`config.mk`:
```
export PLATFORM = sky130hd
export DESIGN_NAME = bresenham_line_rasterizer
export DESIGN_NICKNAME = d
export VERILOG_FILES = /design/src/brl_pkg.sv /design/src/brl_front.sv /design/src/brl_queue.sv /design/src/brl_back.sv /design/src/bresenham_line_rasterizer.sv
export SDC_FILE = /design/constraint.sdc
export NUM_CORES = 1
export LEC_CHECK = 0
export ABC_AREA = 1
export BUFFER_PORTS_ARGS = -buffer_cell sky130_fd_sc_hd__buf_4
export CORE_MARGIN = 5
export CORE_UTILIZATION = 50
export CTS_BUF_LIST = sky130_fd_sc_hd__clkbuf_16
export DETAILED_ROUTE_END_ITERATION = 12
export GPL_TIMING_DRIVEN = 0
export PLACE_DENSITY = 0.77
export SLEW_MARGIN = 20
export SYNTH_ARGS = -nofsm -noshare
export SYNTH_HDL_FRONTEND = slang
export SYNTH_SLANG_ARGS = --single-unit
```
`constraint.sdc`:
```
create_clock -name clock -period 9.3 [get_ports clock]
set_input_delay 1.395 -clock clock [delete_from_list [all_inputs] [get_ports clock]]
set_output_delay 1.395 -clock clock [all_outputs]
set_load 0.02 [all_outputs]
```
`src/brl_pkg.sv`:
```
// Shared types and constants for the line rasterizer.
// Used by the front end, the item queue, the step engine and the top level.
package brl_pkg;

   localparam int COORD_BITS_DEFAULT  = 12;
   localparam int QUEUE_DEPTH_DEFAULT = 2;

   localparam int CFG_ADDR_BITS = 4;
   localparam int CFG_DATA_BITS = 32;
   localparam int OFFSET_BITS   = 12;
   localparam int STRIDE_BITS   = 16;
   localparam int CHAN_BITS     = 8;
   localparam int COLOR_BITS    = 3 * CHAN_BITS;
   localparam int ADDR_BITS     = 32;
   localparam int WORD_BITS     = 32;
   localparam int HALF_BITS     = WORD_BITS / 2;

   localparam int RED_SHIFT_565   = 11;
   localparam int GREEN_SHIFT_565 = 5;
   // log2 of bytes per pixel in each mode
   localparam int SHIFT_BGRX32 = 2;
   localparam int SHIFT_RGB565 = 1;

   typedef enum logic [1:0] {
      REG_X_OFFSET    = 2'd0,
      REG_Y_OFFSET    = 2'd1,
      REG_LINE_STRIDE = 2'd2,
      REG_PIXEL_MODE  = 2'd3
   } reg_index_type;

   typedef enum logic {
      MODE_BGRX32 = 1'b0,
      MODE_RGB565 = 1'b1
   } pixel_mode_type;

   typedef enum logic {
      KIND_LOAD = 1'b0,
      KIND_STEP = 1'b1
   } item_kind_type;

   typedef struct packed {
      logic [OFFSET_BITS-1:0] x_offset;
      logic [OFFSET_BITS-1:0] y_offset;
      logic [STRIDE_BITS-1:0] line_stride;
      pixel_mode_type         pixel_mode;
   } cfg_type;

   // queue entry: kind, steep, major start, major stop, minor start,
   // minor direction, major delta, minor delta, color
   function automatic int entry_bits(input int coord_bits);
      return 5 * coord_bits + COLOR_BITS + 3;
   endfunction

   function automatic int req_data_bits(input int coord_bits);
      return ((4 * coord_bits + COLOR_BITS + 7) / 8) * 8;
   endfunction

   function automatic int rsp_data_bits(input int coord_bits);
      return ((2 * coord_bits + ADDR_BITS + WORD_BITS + 7) / 8) * 8;
   endfunction

endpackage

```
`src/brl_front.sv`:
```
// Front end: unpacks request items and sets up line commands
// (major axis, endpoint order, deltas). Depends on brl_pkg.
module brl_front #(
   parameter int COORD_BITS = brl_pkg::COORD_BITS_DEFAULT
) (
   input  logic                                           req_tvalid,
   output logic                                           req_tready,
   input  logic [brl_pkg::req_data_bits(COORD_BITS)-1:0]  req_tdata,
   input  logic                                           req_tuser,
   output logic                                           q_wr_valid,
   input  logic                                           q_wr_ready,
   output logic [brl_pkg::entry_bits(COORD_BITS)-1:0]     q_wr_data
);

   localparam int C  = COORD_BITS;
   localparam int CB = brl_pkg::CHAN_BITS;

   logic [C-1:0]  xs, ys, xe, ye;
   logic [CB-1:0] red, green, blue;
   logic [C-1:0]  adx, ady;
   logic          x_desc, y_desc, steep, swap;
   logic [C-1:0]  mj0, mj1, mn0, mn1, dmaj, dmin;
   logic          minor_down;

   assign xs    = req_tdata[C-1:0];
   assign ys    = req_tdata[2*C-1:C];
   assign xe    = req_tdata[3*C-1:2*C];
   assign ye    = req_tdata[4*C-1:3*C];
   assign red   = req_tdata[4*C+CB-1:4*C];
   assign green = req_tdata[4*C+2*CB-1:4*C+CB];
   assign blue  = req_tdata[4*C+3*CB-1:4*C+2*CB];

   always_comb begin
      x_desc = xs > xe;
      y_desc = ys > ye;
      adx    = x_desc ? xs - xe : xe - xs;
      ady    = y_desc ? ys - ye : ye - ys;
      steep  = !(ady < adx);
      // order the endpoints so the major coordinate counts up
      swap   = steep ? y_desc : x_desc;
      if (steep) begin
         mj0 = swap ? ye : ys;
         mj1 = swap ? ys : ye;
         mn0 = swap ? xe : xs;
         mn1 = swap ? xs : xe;
         dmaj = ady;
         dmin = adx;
      end else begin
         mj0 = swap ? xe : xs;
         mj1 = swap ? xs : xe;
         mn0 = swap ? ye : ys;
         mn1 = swap ? ys : ye;
         dmaj = adx;
         dmin = ady;
      end
      minor_down = mn1 < mn0;
   end

   assign q_wr_data  = {red, green, blue, dmin, dmaj, minor_down, mn0, mj1, mj0, steep,
                        req_tuser};
   assign q_wr_valid = req_tvalid;
   assign req_tready = q_wr_ready;

endmodule

```
`src/brl_queue.sv`:
```
// Small register queue between the front end and the step engine.
// Depends on brl_pkg for its default depth.
module brl_queue #(
   parameter int WIDTH = 8,
   parameter int DEPTH = brl_pkg::QUEUE_DEPTH_DEFAULT
) (
   input  logic             clock,
   input  logic             reset,
   input  logic             wr_valid,
   output logic             wr_ready,
   input  logic [WIDTH-1:0] wr_data,
   output logic             rd_valid,
   input  logic             rd_ready,
   output logic [WIDTH-1:0] rd_data
);

   localparam int PTR_BITS = (DEPTH > 1) ? $clog2(DEPTH) : 1;
   localparam int CNT_BITS = $clog2(DEPTH + 1);

   logic [WIDTH-1:0]    mem_ff [DEPTH];
   logic [PTR_BITS-1:0] wr_ptr_ff, wr_ptr_in, rd_ptr_ff, rd_ptr_in;
   logic [CNT_BITS-1:0] count_ff, count_in;
   logic                push, pop;

   assign wr_ready = count_ff != CNT_BITS'(DEPTH);
   assign rd_valid = count_ff != '0;
   assign rd_data  = mem_ff[rd_ptr_ff];
   assign push     = wr_valid && wr_ready;
   assign pop      = rd_valid && rd_ready;

   always_comb begin
      wr_ptr_in = wr_ptr_ff;
      rd_ptr_in = rd_ptr_ff;
      count_in  = count_ff;
      if (push) begin
         wr_ptr_in = (wr_ptr_ff == PTR_BITS'(DEPTH - 1)) ? '0 : wr_ptr_ff + PTR_BITS'(1);
      end
      if (pop) begin
         rd_ptr_in = (rd_ptr_ff == PTR_BITS'(DEPTH - 1)) ? '0 : rd_ptr_ff + PTR_BITS'(1);
      end
      if (push && !pop) begin
         count_in = count_ff + CNT_BITS'(1);
      end else if (pop && !push) begin
         count_in = count_ff - CNT_BITS'(1);
      end
   end

   always_ff @(posedge clock) begin
      if (reset) begin
         wr_ptr_ff <= '0;
         rd_ptr_ff <= '0;
         count_ff  <= '0;
      end else begin
         wr_ptr_ff <= wr_ptr_in;
         rd_ptr_ff <= rd_ptr_in;
         count_ff  <= count_in;
      end
   end

   always_ff @(posedge clock) begin
      if (push) begin
         mem_ff[wr_ptr_ff] <= wr_data;
      end
   end

endmodule

```
`src/brl_back.sv`:
```
// Step engine: holds the line state, runs one Bresenham step per tick and
// forms pixel word and byte address over three stages. Depends on brl_pkg.
module brl_back #(
   parameter int COORD_BITS = brl_pkg::COORD_BITS_DEFAULT
) (
   input  logic                                           clock,
   input  logic                                           reset,
   input  brl_pkg::cfg_type                               cfg,
   input  logic                                           q_rd_valid,
   output logic                                           q_rd_ready,
   input  logic [brl_pkg::entry_bits(COORD_BITS)-1:0]     q_rd_data,
   output logic                                           rsp_tvalid,
   input  logic                                           rsp_tready,
   output logic [brl_pkg::rsp_data_bits(COORD_BITS)-1:0]  rsp_tdata,
   output logic                                           rsp_tlast
);

   localparam int C        = COORD_BITS;
   localparam int ERR_BITS = C + 3;
   localparam int SUM_BITS = ((C > brl_pkg::OFFSET_BITS) ? C : brl_pkg::OFFSET_BITS) + 1;
   localparam int PROD_BITS = SUM_BITS + brl_pkg::STRIDE_BITS;
   localparam int AB = brl_pkg::ADDR_BITS;
   localparam int WB = brl_pkg::WORD_BITS;
   localparam int HB = brl_pkg::HALF_BITS;
   localparam int CB = brl_pkg::CHAN_BITS;
   localparam int RSP_BITS = brl_pkg::rsp_data_bits(COORD_BITS);
   localparam logic signed [ERR_BITS-1:0] ERR_ZERO = '0;

   // queue entry fields
   logic [brl_pkg::COLOR_BITS-1:0] q_color;
   logic [C-1:0]                   q_dmin, q_dmaj, q_mn0, q_mj1, q_mj0;
   logic                           q_down, q_steep, q_kind;

   assign {q_color, q_dmin, q_dmaj, q_down, q_mn0, q_mj1, q_mj0, q_steep, q_kind} = q_rd_data;

   // line state
   logic                           active_ff, active_in;
   logic                           steep_ff, minor_down_ff;
   logic [C-1:0]                   major_pos_ff, minor_pos_ff, major_stop_ff;
   logic [C-1:0]                   delta_major_ff, delta_minor_ff;
   logic signed [ERR_BITS-1:0]     error_term_ff;
   logic [brl_pkg::COLOR_BITS-1:0] line_color_ff;

   logic                       advance, take, is_step, emit;
   logic signed [ERR_BITS-1:0] err_init, err_next, dmaj2, dmin2;
   logic [C-1:0]               major_next, minor_next;
   logic [C-1:0]               px, py;
   logic [CB-1:0]              red, green, blue;
   logic [HB-1:0]              word565;
   logic [WB-1:0]              word;

   // pipeline registers
   logic            s1_valid_ff, s1_last_ff;
   logic [C-1:0]    s1_px_ff, s1_py_ff;
   logic [WB-1:0]   s1_word_ff;
   logic            s2_valid_ff, s2_last_ff;
   logic [C-1:0]    s2_px_ff, s2_py_ff;
   logic [WB-1:0]   s2_word_ff;
   logic [AB-1:0]   s2_xpart_ff, s2_xpart_in, s2_ypart_ff, s2_ypart_in;
   logic            out_valid_ff, out_last_ff;
   logic [C-1:0]    out_px_ff, out_py_ff;
   logic [WB-1:0]   out_word_ff;
   logic [AB-1:0]   out_addr_ff;
   logic [SUM_BITS-1:0]  x_sum, y_sum;
   logic [PROD_BITS-1:0] y_prod;

   // the whole pipeline moves whenever the output slot frees up
   assign advance    = !out_valid_ff || rsp_tready;
   assign q_rd_ready = advance;
   assign take       = q_rd_valid && advance;
   assign is_step    = brl_pkg::item_kind_type'(q_kind) == brl_pkg::KIND_STEP;
   assign emit       = take && is_step && active_ff;

   always_comb begin
      err_init   = ERR_BITS'({q_dmin, 1'b0}) - ERR_BITS'(q_dmaj);
      dmaj2      = ERR_BITS'({delta_major_ff, 1'b0});
      dmin2      = ERR_BITS'({delta_minor_ff, 1'b0});
      err_next   = error_term_ff + dmin2;
      minor_next = minor_pos_ff;
      if (error_term_ff > ERR_ZERO) begin
         err_next   = error_term_ff + dmin2 - dmaj2;
         minor_next = minor_down_ff ? minor_pos_ff - C'(1) : minor_pos_ff + C'(1);
      end
      major_next = major_pos_ff + C'(1);
      active_in  = active_ff;
      if (take && !is_step) begin
         active_in = q_mj0 < q_mj1;
      end else if (emit) begin
         active_in = major_next < major_stop_ff;
      end
   end

   always_comb begin
      px    = steep_ff ? minor_pos_ff : major_pos_ff;
      py    = steep_ff ? major_pos_ff : minor_pos_ff;
      red   = line_color_ff[3*CB-1:2*CB];
      green = line_color_ff[2*CB-1:CB];
      blue  = line_color_ff[CB-1:0];
      // components are not narrowed: overlapping bits simply OR together
      word565 = (HB'(red) << brl_pkg::RED_SHIFT_565) |
                (HB'(green) << brl_pkg::GREEN_SHIFT_565) | HB'(blue);
      case (cfg.pixel_mode)
         brl_pkg::MODE_RGB565: word = WB'(word565);
         default:              word = WB'(line_color_ff);
      endcase
   end

   always_ff @(posedge clock) begin
      if (reset) begin
         active_ff <= 1'b0;
      end else begin
         active_ff <= active_in;
      end
   end

   always_ff @(posedge clock) begin
      if (take && !is_step) begin
         steep_ff       <= q_steep;
         major_pos_ff   <= q_mj0;
         major_stop_ff  <= q_mj1;
         minor_pos_ff   <= q_mn0;
         minor_down_ff  <= q_down;
         delta_major_ff <= q_dmaj;
         delta_minor_ff <= q_dmin;
         error_term_ff  <= err_init;
         line_color_ff  <= q_color;
      end else if (emit) begin
         major_pos_ff  <= major_next;
         minor_pos_ff  <= minor_next;
         error_term_ff <= err_next;
      end
   end

   // stage 2: split address into the x term and the y * stride term
   always_comb begin
      x_sum  = SUM_BITS'(s1_px_ff) + SUM_BITS'(cfg.x_offset);
      y_sum  = SUM_BITS'(s1_py_ff) + SUM_BITS'(cfg.y_offset);
      y_prod = PROD_BITS'(y_sum) * PROD_BITS'(cfg.line_stride);
      case (cfg.pixel_mode)
         brl_pkg::MODE_RGB565: s2_xpart_in = AB'(x_sum) << brl_pkg::SHIFT_RGB565;
         default:              s2_xpart_in = AB'(x_sum) << brl_pkg::SHIFT_BGRX32;
      endcase
      s2_ypart_in = AB'(y_prod);
   end

   always_ff @(posedge clock) begin
      if (reset) begin
         s1_valid_ff  <= 1'b0;
         s2_valid_ff  <= 1'b0;
         out_valid_ff <= 1'b0;
      end else if (advance) begin
         s1_valid_ff  <= emit;
         s2_valid_ff  <= s1_valid_ff;
         out_valid_ff <= s2_valid_ff;
      end
   end

   always_ff @(posedge clock) begin
      if (advance) begin
         s1_px_ff    <= px;
         s1_py_ff    <= py;
         s1_word_ff  <= word;
         s1_last_ff  <= !(major_next < major_stop_ff);
         s2_px_ff    <= s1_px_ff;
         s2_py_ff    <= s1_py_ff;
         s2_word_ff  <= s1_word_ff;
         s2_last_ff  <= s1_last_ff;
         s2_xpart_ff <= s2_xpart_in;
         s2_ypart_ff <= s2_ypart_in;
         out_px_ff   <= s2_px_ff;
         out_py_ff   <= s2_py_ff;
         out_word_ff <= s2_word_ff;
         out_last_ff <= s2_last_ff;
         out_addr_ff <= s2_xpart_ff + s2_ypart_ff;
      end
   end

   assign rsp_tvalid = out_valid_ff;
   assign rsp_tlast  = out_last_ff;
   assign rsp_tdata  = RSP_BITS'({out_word_ff, out_addr_ff, out_py_ff, out_px_ff});

endmodule

```
`src/bresenham_line_rasterizer.sv`:
```
// Line rasterizer top level: register port, front end, item queue, step engine.
// A step item's pixel passes the s1, s2 and output registers on its way to rsp.
// Throughput: one item per cycle unless rsp stalls, one pixel per step tick while a
// line is open; the queue and the three step-engine stages each pass one per cycle.
// Reset: synchronous; clears the registers, the queue, the pipeline and the open line.
// Depends on brl_pkg, brl_front, brl_queue and brl_back.
module bresenham_line_rasterizer #(
   parameter int COORD_BITS  = brl_pkg::COORD_BITS_DEFAULT,
   parameter int QUEUE_DEPTH = brl_pkg::QUEUE_DEPTH_DEFAULT
) (
   input  logic                                           clock,
   input  logic                                           reset,
   input  logic                                           req_tvalid,
   output logic                                           req_tready,
   // x_start, y_start, x_end, y_end, red, green, blue
   input  logic [brl_pkg::req_data_bits(COORD_BITS)-1:0]  req_tdata,
   // kind
   input  logic                                           req_tuser,
   output logic                                           rsp_tvalid,
   input  logic                                           rsp_tready,
   // pixel_x, pixel_y, byte_address, pixel_word
   output logic [brl_pkg::rsp_data_bits(COORD_BITS)-1:0]  rsp_tdata,
   output logic                                           rsp_tlast,
   input  logic                                           csr_psel,
   input  logic                                           csr_penable,
   input  logic                                           csr_pwrite,
   input  logic [brl_pkg::CFG_ADDR_BITS-1:0]              csr_paddr,
   input  logic [brl_pkg::CFG_DATA_BITS-1:0]              csr_pwdata,
   output logic [brl_pkg::CFG_DATA_BITS-1:0]              csr_prdata,
   output logic                                           csr_pready
);

   localparam int ENTRY_BITS = brl_pkg::entry_bits(COORD_BITS);
   localparam int DB = brl_pkg::CFG_DATA_BITS;

   brl_pkg::cfg_type       cfg_ff, cfg_in;
   brl_pkg::reg_index_type csr_index;
   logic                   csr_write;

   logic                  q_wr_valid, q_wr_ready, q_rd_valid, q_rd_ready;
   logic [ENTRY_BITS-1:0] q_wr_data, q_rd_data;

   assign csr_pready = 1'b1;
   assign csr_index  = brl_pkg::reg_index_type'(csr_paddr[brl_pkg::CFG_ADDR_BITS-1:2]);
   assign csr_write  = csr_psel && csr_penable && csr_pwrite && csr_pready;

   always_comb begin
      cfg_in = cfg_ff;
      if (csr_write) begin
         case (csr_index)
            brl_pkg::REG_X_OFFSET:
               cfg_in.x_offset = csr_pwdata[brl_pkg::OFFSET_BITS-1:0];
            brl_pkg::REG_Y_OFFSET:
               cfg_in.y_offset = csr_pwdata[brl_pkg::OFFSET_BITS-1:0];
            brl_pkg::REG_LINE_STRIDE:
               cfg_in.line_stride = csr_pwdata[brl_pkg::STRIDE_BITS-1:0];
            brl_pkg::REG_PIXEL_MODE:
               cfg_in.pixel_mode = brl_pkg::pixel_mode_type'(csr_pwdata[0]);
            default: cfg_in = cfg_ff;
         endcase
      end
   end

   always_comb begin
      case (csr_index)
         brl_pkg::REG_X_OFFSET:    csr_prdata = DB'(cfg_ff.x_offset);
         brl_pkg::REG_Y_OFFSET:    csr_prdata = DB'(cfg_ff.y_offset);
         brl_pkg::REG_LINE_STRIDE: csr_prdata = DB'(cfg_ff.line_stride);
         brl_pkg::REG_PIXEL_MODE:  csr_prdata = DB'(cfg_ff.pixel_mode);
         default:                  csr_prdata = '0;
      endcase
   end

   always_ff @(posedge clock) begin
      if (reset) begin
         cfg_ff <= '0;
      end else begin
         cfg_ff <= cfg_in;
      end
   end

   brl_front #(
      .COORD_BITS (COORD_BITS)
   ) u_front (
      .req_tvalid (req_tvalid),
      .req_tready (req_tready),
      .req_tdata  (req_tdata),
      .req_tuser  (req_tuser),
      .q_wr_valid (q_wr_valid),
      .q_wr_ready (q_wr_ready),
      .q_wr_data  (q_wr_data)
   );

   brl_queue #(
      .WIDTH (ENTRY_BITS),
      .DEPTH (QUEUE_DEPTH)
   ) u_queue (
      .clock    (clock),
      .reset    (reset),
      .wr_valid (q_wr_valid),
      .wr_ready (q_wr_ready),
      .wr_data  (q_wr_data),
      .rd_valid (q_rd_valid),
      .rd_ready (q_rd_ready),
      .rd_data  (q_rd_data)
   );

   brl_back #(
      .COORD_BITS (COORD_BITS)
   ) u_back (
      .clock      (clock),
      .reset      (reset),
      .cfg        (cfg_ff),
      .q_rd_valid (q_rd_valid),
      .q_rd_ready (q_rd_ready),
      .q_rd_data  (q_rd_data),
      .rsp_tvalid (rsp_tvalid),
      .rsp_tready (rsp_tready),
      .rsp_tdata  (rsp_tdata),
      .rsp_tlast  (rsp_tlast)
   );

endmodule

```
==> tab_implementation.tex <==
\begin{tabular}{lr}
\hline
Metric & Value \\
\hline
\multicolumn{2}{l}{\textbf{STA}} \\
\quad Setup violation total in the final timing report & 0 \\
\quad Highest attainable clock frequency & 0.134 GHz \\
\quad TNS Setup & 0 ns \\
\quad Final period utilization & 80.2\% \\
\quad Final hold vios & 0 \\
\quad Min Clock Period, post-route & $\sim$7.5 ns \\
\quad Rel. slew slack & 40.6\% \\
\quad Unrepaired setup endpoints after global routing & no \\
\quad Final Slew Violations & 0 \\
\quad Clock tree skew after final layout & roughly 0.035 ns \\
\quad Pin slew with the least headroom to its limit & 0.888 ns \\
\multicolumn{2}{l}{\textbf{GRT}} \\
\quad Number of antenna violations at the first check in global routing & 2 \\
\quad Gr usage total & 23.2\% \\
\quad GRT Residual Overflow & 0 \\
\quad Largest net degree at the start of global routing & around 120 \\
\quad Number of global-route vias before repair & 25,400 \\
\quad First-pass GRT wire length & between 100,000 and 150,000 um \\
\multicolumn{2}{l}{\textbf{Pwr}} \\
\quad Sw frac & roughly 42\% \\
\quad Cell Int Power & 7140 uW \\
\quad Combinational group share of total power & between 40\% and 50\% \\
\quad Peak supply drop & 238 uV \\
\quad Share of power burned in registers & 35.1\% \\
\quad Clock network power share & 17.3\% \\
\quad Leakage power of the design & 0.0182 uW \\
\quad Net Switching & 5210 uW \\
\quad Pwr per Cell Area & around 310 nW/um\^{}2 \\
\multicolumn{2}{l}{\textbf{Worst setup path}} \\
\quad Endpoint type of the worst setup path & flop \\
\quad Slowest-stage cell, CP & sky130\_fd\_sc\_hd\_\_fa\_1 \\
\quad Stage delay of the slowest cell on the critical path & 0.55 ns \\
\quad Req. time, crit path & about 9.7 ns \\
\quad Type of the setup path with the least slack & reg -> reg \\
\quad CP max FO & 10 \\
\quad Crit path launch type & flop \\
\quad Arr. time, crit path & 7.81 ns \\
\multicolumn{2}{l}{\textbf{Synthesis}} \\
\quad Most area-consuming cells after synthesis & sky130\_fd\_sc\_hd\_\_edfxtp\_1 (43\%), sky130\_fd\_sc\_hd\_\_fa\_1 (9.6\%), sky130\_fd\_sc\_hd\_\_nand2\_1 (9.0\%), sky130\_fd\_sc\_hd\_\_ha\_1 (9.0\%), sky130\_fd\_sc\_hd\_\_inv\_1 (6.3\%) \\
\quad Number of storage elements in the synthesis netlist & around 550 \\
\quad Number of library cell types mapped by synthesis & 57 \\
\quad Fraction of post-synthesis cell area in the top cell type by area & a little over two fifths \\
\quad EDFF count, synth & 495 \\
\quad Commonest register cell after synthesis & sky130\_fd\_sc\_hd\_\_edfxtp\_1 \\
\quad Mean cell area of the mapped netlist & 9.50 um\^{}2 \\
\quad Post-synth top area cell & sky130\_fd\_sc\_hd\_\_edfxtp\_1 \\
\quad Post-synthesis async set-or-reset flop share & 0\% \\
\quad Sequential element share of the synthesized area & 45.9\% \\
\quad Summed instance area of the synthesized netlist & 34,600 um\^{}2 \\
\quad Synthesized instance count & around 3,600 \\
\quad Synth warn & 0 \\
\multicolumn{2}{l}{\textbf{Clock network}} \\
\quad Clock slew at reported path FFs & about 0.06 ns \\
\quad Quantity of gates resized following cts & 0 \\
\quad Clk\_lat worst skew & a little over 0.6 ns \\
\quad CTS tree & done \\
\quad Root buf cell & sky130\_fd\_sc\_hd\_\_clkbuf\_16 \\
\quad CTS Hold Buffers Added & 0 \\
\quad Number of clock sinks & 545 \\
\quad Setup repair bufs after CTS & 0 \\
\quad Total clock buffers created by CTS & 53 \\
\quad Maximum clock insertion buffer count & 3 \\
\quad H-tree depth reported by CTS & 2 \\
\multicolumn{2}{l}{\textbf{Route}} \\
\quad Routed length per instance & 18.1 um \\
\quad DRT iter0 DRCs & 2,147 \\
\quad Wire length the detailed router placed on met1 & 35,300 um \\
\quad Vias per std cell & 5.28 \\
\quad Drt first pass iters & 6 \\
\quad Met3 layer wire length in the routed design & 7040 um \\
\quad Amount of wire on met2 after detailed routing & 42,800 um \\
\quad Vias after detailed routing & 25,900 \\
\quad Detail Route Antenna Nets & 0 \\
\quad Highest metal layer with signal wires & met5 \\
\quad Final routed DRC violation total & 0 \\
\quad Overall routed net length & 88,700 um \\
\multicolumn{2}{l}{\textbf{Floorplan}} \\
\quad \# IOs & 240 \\
\quad Vertical die dimension & 273 um \\
\quad Number of core rows & 96 \\
\quad Die outline area & 74,500 um\^{}2 \\
\quad Initial standard-cell utilization of the core & 50.4\% \\
\quad Total core area & 68,600 um\^{}2 \\
\quad Horizontal extent of the die & about 270 um \\
\multicolumn{2}{l}{\textbf{Layout}} \\
\quad Storage cell area & 15,900 um\^{}2 \\
\quad Most common cell after layout, fill and taps aside & sky130\_fd\_sc\_hd\_\_nand2\_1 \\
\quad Number of inserted filler cells in the final layout & 5,759 \\
\quad Non-filler cells, final & 4,899 \\
\quad Most frequent cells in the layout & sky130\_fd\_sc\_hd\_\_nand2\_1 (832), sky130\_fd\_sc\_hd\_\_inv\_1 (585), sky130\_fd\_sc\_hd\_\_edfxtp\_1 (495), sky130\_fd\_sc\_hd\_\_ha\_1 (249), sky130\_fd\_sc\_hd\_\_o21ai\_0 (245) \\
\quad Post-synthesis to final-layout area growth & 13.6\% \\
\quad Footprint of the multi-input gates & 16,000 um\^{}2 \\
\quad Final Core Density & 57.3\% \\
\quad Layout cell share with drive strength beyond 1 & 10.9\% \\
\quad Number of nets in the finished design & 4,453 \\
\multicolumn{2}{l}{\textbf{Placed design}} \\
\quad Global placement routability congestion & between 0.9 and 1 \\
\quad Input/output buffers & 194 \\
\quad Cell count after placement & 4,799 \\
\quad Detailed Place HPWL & 71,200 um \\
\multicolumn{2}{l}{\textbf{Run}} \\
\quad Maximum Capacitance Violations & 0 \\
\multicolumn{2}{l}{\textbf{Hold path}} \\
\quad Worst min-delay path class & reg -> reg \\
\multicolumn{2}{l}{\textbf{Run status}} \\
\quad Result of the run & complete, no violations \\
\hline
\end{tabular}
-- sequential cells by signal (all words and copies together), names as in the netlist, 14 cells and up, named ones only --
register and flops:
u_queue.mem_ff 174, cfg_ff 41, u_back.out_addr_ff 30, u_back.s2_ypart_ff 29, u_back.line_color_ff 24, u_back.out_word_ff 24
u_back.s1_word_ff 24, u_back.s2_word_ff 24, u_back.error_term_ff 15, u_back.s2_xpart_ff 14
-- layout make-up --
cell class	instances	area share (%)
buffer	137	1.73
sequential	545	40.4
tap	931	2.96
multi-input combinational	2395	40.6
clock inverter	45	1.03
clock buffer	54	3.44
timing repair buffer	204	4.26
inverter	587	5.63
antenna	1	0.00637
-- critical path: cells and delay by family, from the launching register on --
kind	cells	cell delay, ns
AOI/OAI and AO/OA	8	1.52
xor gates and xnor gates	1	0.15
adders and majority gates	7	3.30
buffers and inverters	5	0.81
DFF	1	0.52
and+or+nand+nor	8	0.89
-- stage by stage --
| stage | hold WS, ns | power (uW) | worst slack (ns) | area, um^2 |
|---|---|---|---|---|
| final | 0.418 | 12300 | 1.84 | 39300 |
| after global routing | 0.426 | 13200 | 1.44 | 39300 |
| after CTS | 0.419 | 12300 | 1.92 | 39300 |
| after detailed placement | 0.405 | 10100 | 1.92 | 37500 |
| after global placement | 0.401 | 9930 | 1.36 | 37300 |
| after floorplan | 0.400 | 8230 | 2.99 | 34700 |
-- power groups by stage --
stage	Sequential (uW)	Clock, uW	Combinational (uW)
after floorplan	4400	0	3830
after global placement	4370	0	5560
after detailed placement	4370	0	5750
after CTS	4330	2160	5820
after global routing	4400	2270	6520
final	4330	2130	5880
-- cell usage after synthesis (16+ instances only) --
library cell and number:
sky130_fd_sc_hd__a21oi_1 198, sky130_fd_sc_hd__a31oi_1 21, sky130_fd_sc_hd__buf_4 29, sky130_fd_sc_hd__clkbuf_1 79, sky130_fd_sc_hd__dfxtp_1 50, sky130_fd_sc_hd__edfxtp_1 495, sky130_fd_sc_hd__fa_1 165, sky130_fd_sc_hd__ha_1 249
sky130_fd_sc_hd__inv_1 577, sky130_fd_sc_hd__nand2_1 833, sky130_fd_sc_hd__nand3_1 76, sky130_fd_sc_hd__nor2_1 206, sky130_fd_sc_hd__nor3_1 23, sky130_fd_sc_hd__o21ai_0 246, sky130_fd_sc_hd__o21ai_1 46, sky130_fd_sc_hd__o21ai_2 16
sky130_fd_sc_hd__or2_2 42, sky130_fd_sc_hd__xnor2_1 39, sky130_fd_sc_hd__xor2_1 78
-- kinds of logic (layout without fill, tap and decap cells) --
kind of cell / Yosys count / count (layout) / synth area share, %
buffers and inverters: 724 / 1027 / 8.33
adder cells (fa/ha/maj): 414 / 414 / 18.6
AO/OA/AOI/OAI: 608 / 608 / 9.76
other: 2 / 28 / 0.0217
flip-flops: 545 / 545 / 45.9
XOR/XNOR: 117 / 117 / 2.96
AND/OR/NAND/NOR: 1224 / 1224 / 14.3
multiplexers: 5 / 5 / 0.145
-- layer usage --
layer	vias to the layer above	track usage, %
met5	-	0
met4	4	7.99
met2	1060	39.9
met1	12200	29.9
met3	199	4.04
li1	12500	-
-- final timing paths --
check | slack, ns | start | end | cells past startpoint
max | 1.84 | u_back.s1_py_ff[2] | u_back.s2_ypart_ff[28] | 29
min | 0.42 | u_back.s1_word_ff[14] | u_back.s2_word_ff[14] | 0
max reg2reg | 1.84 | u_back.s1_py_ff[2] | u_back.s2_ypart_ff[28] | 29
min reg2reg | 0.42 | u_back.s1_word_ff[14] | u_back.s2_word_ff[14] | 0
Power figures use the tool's default switching activity.
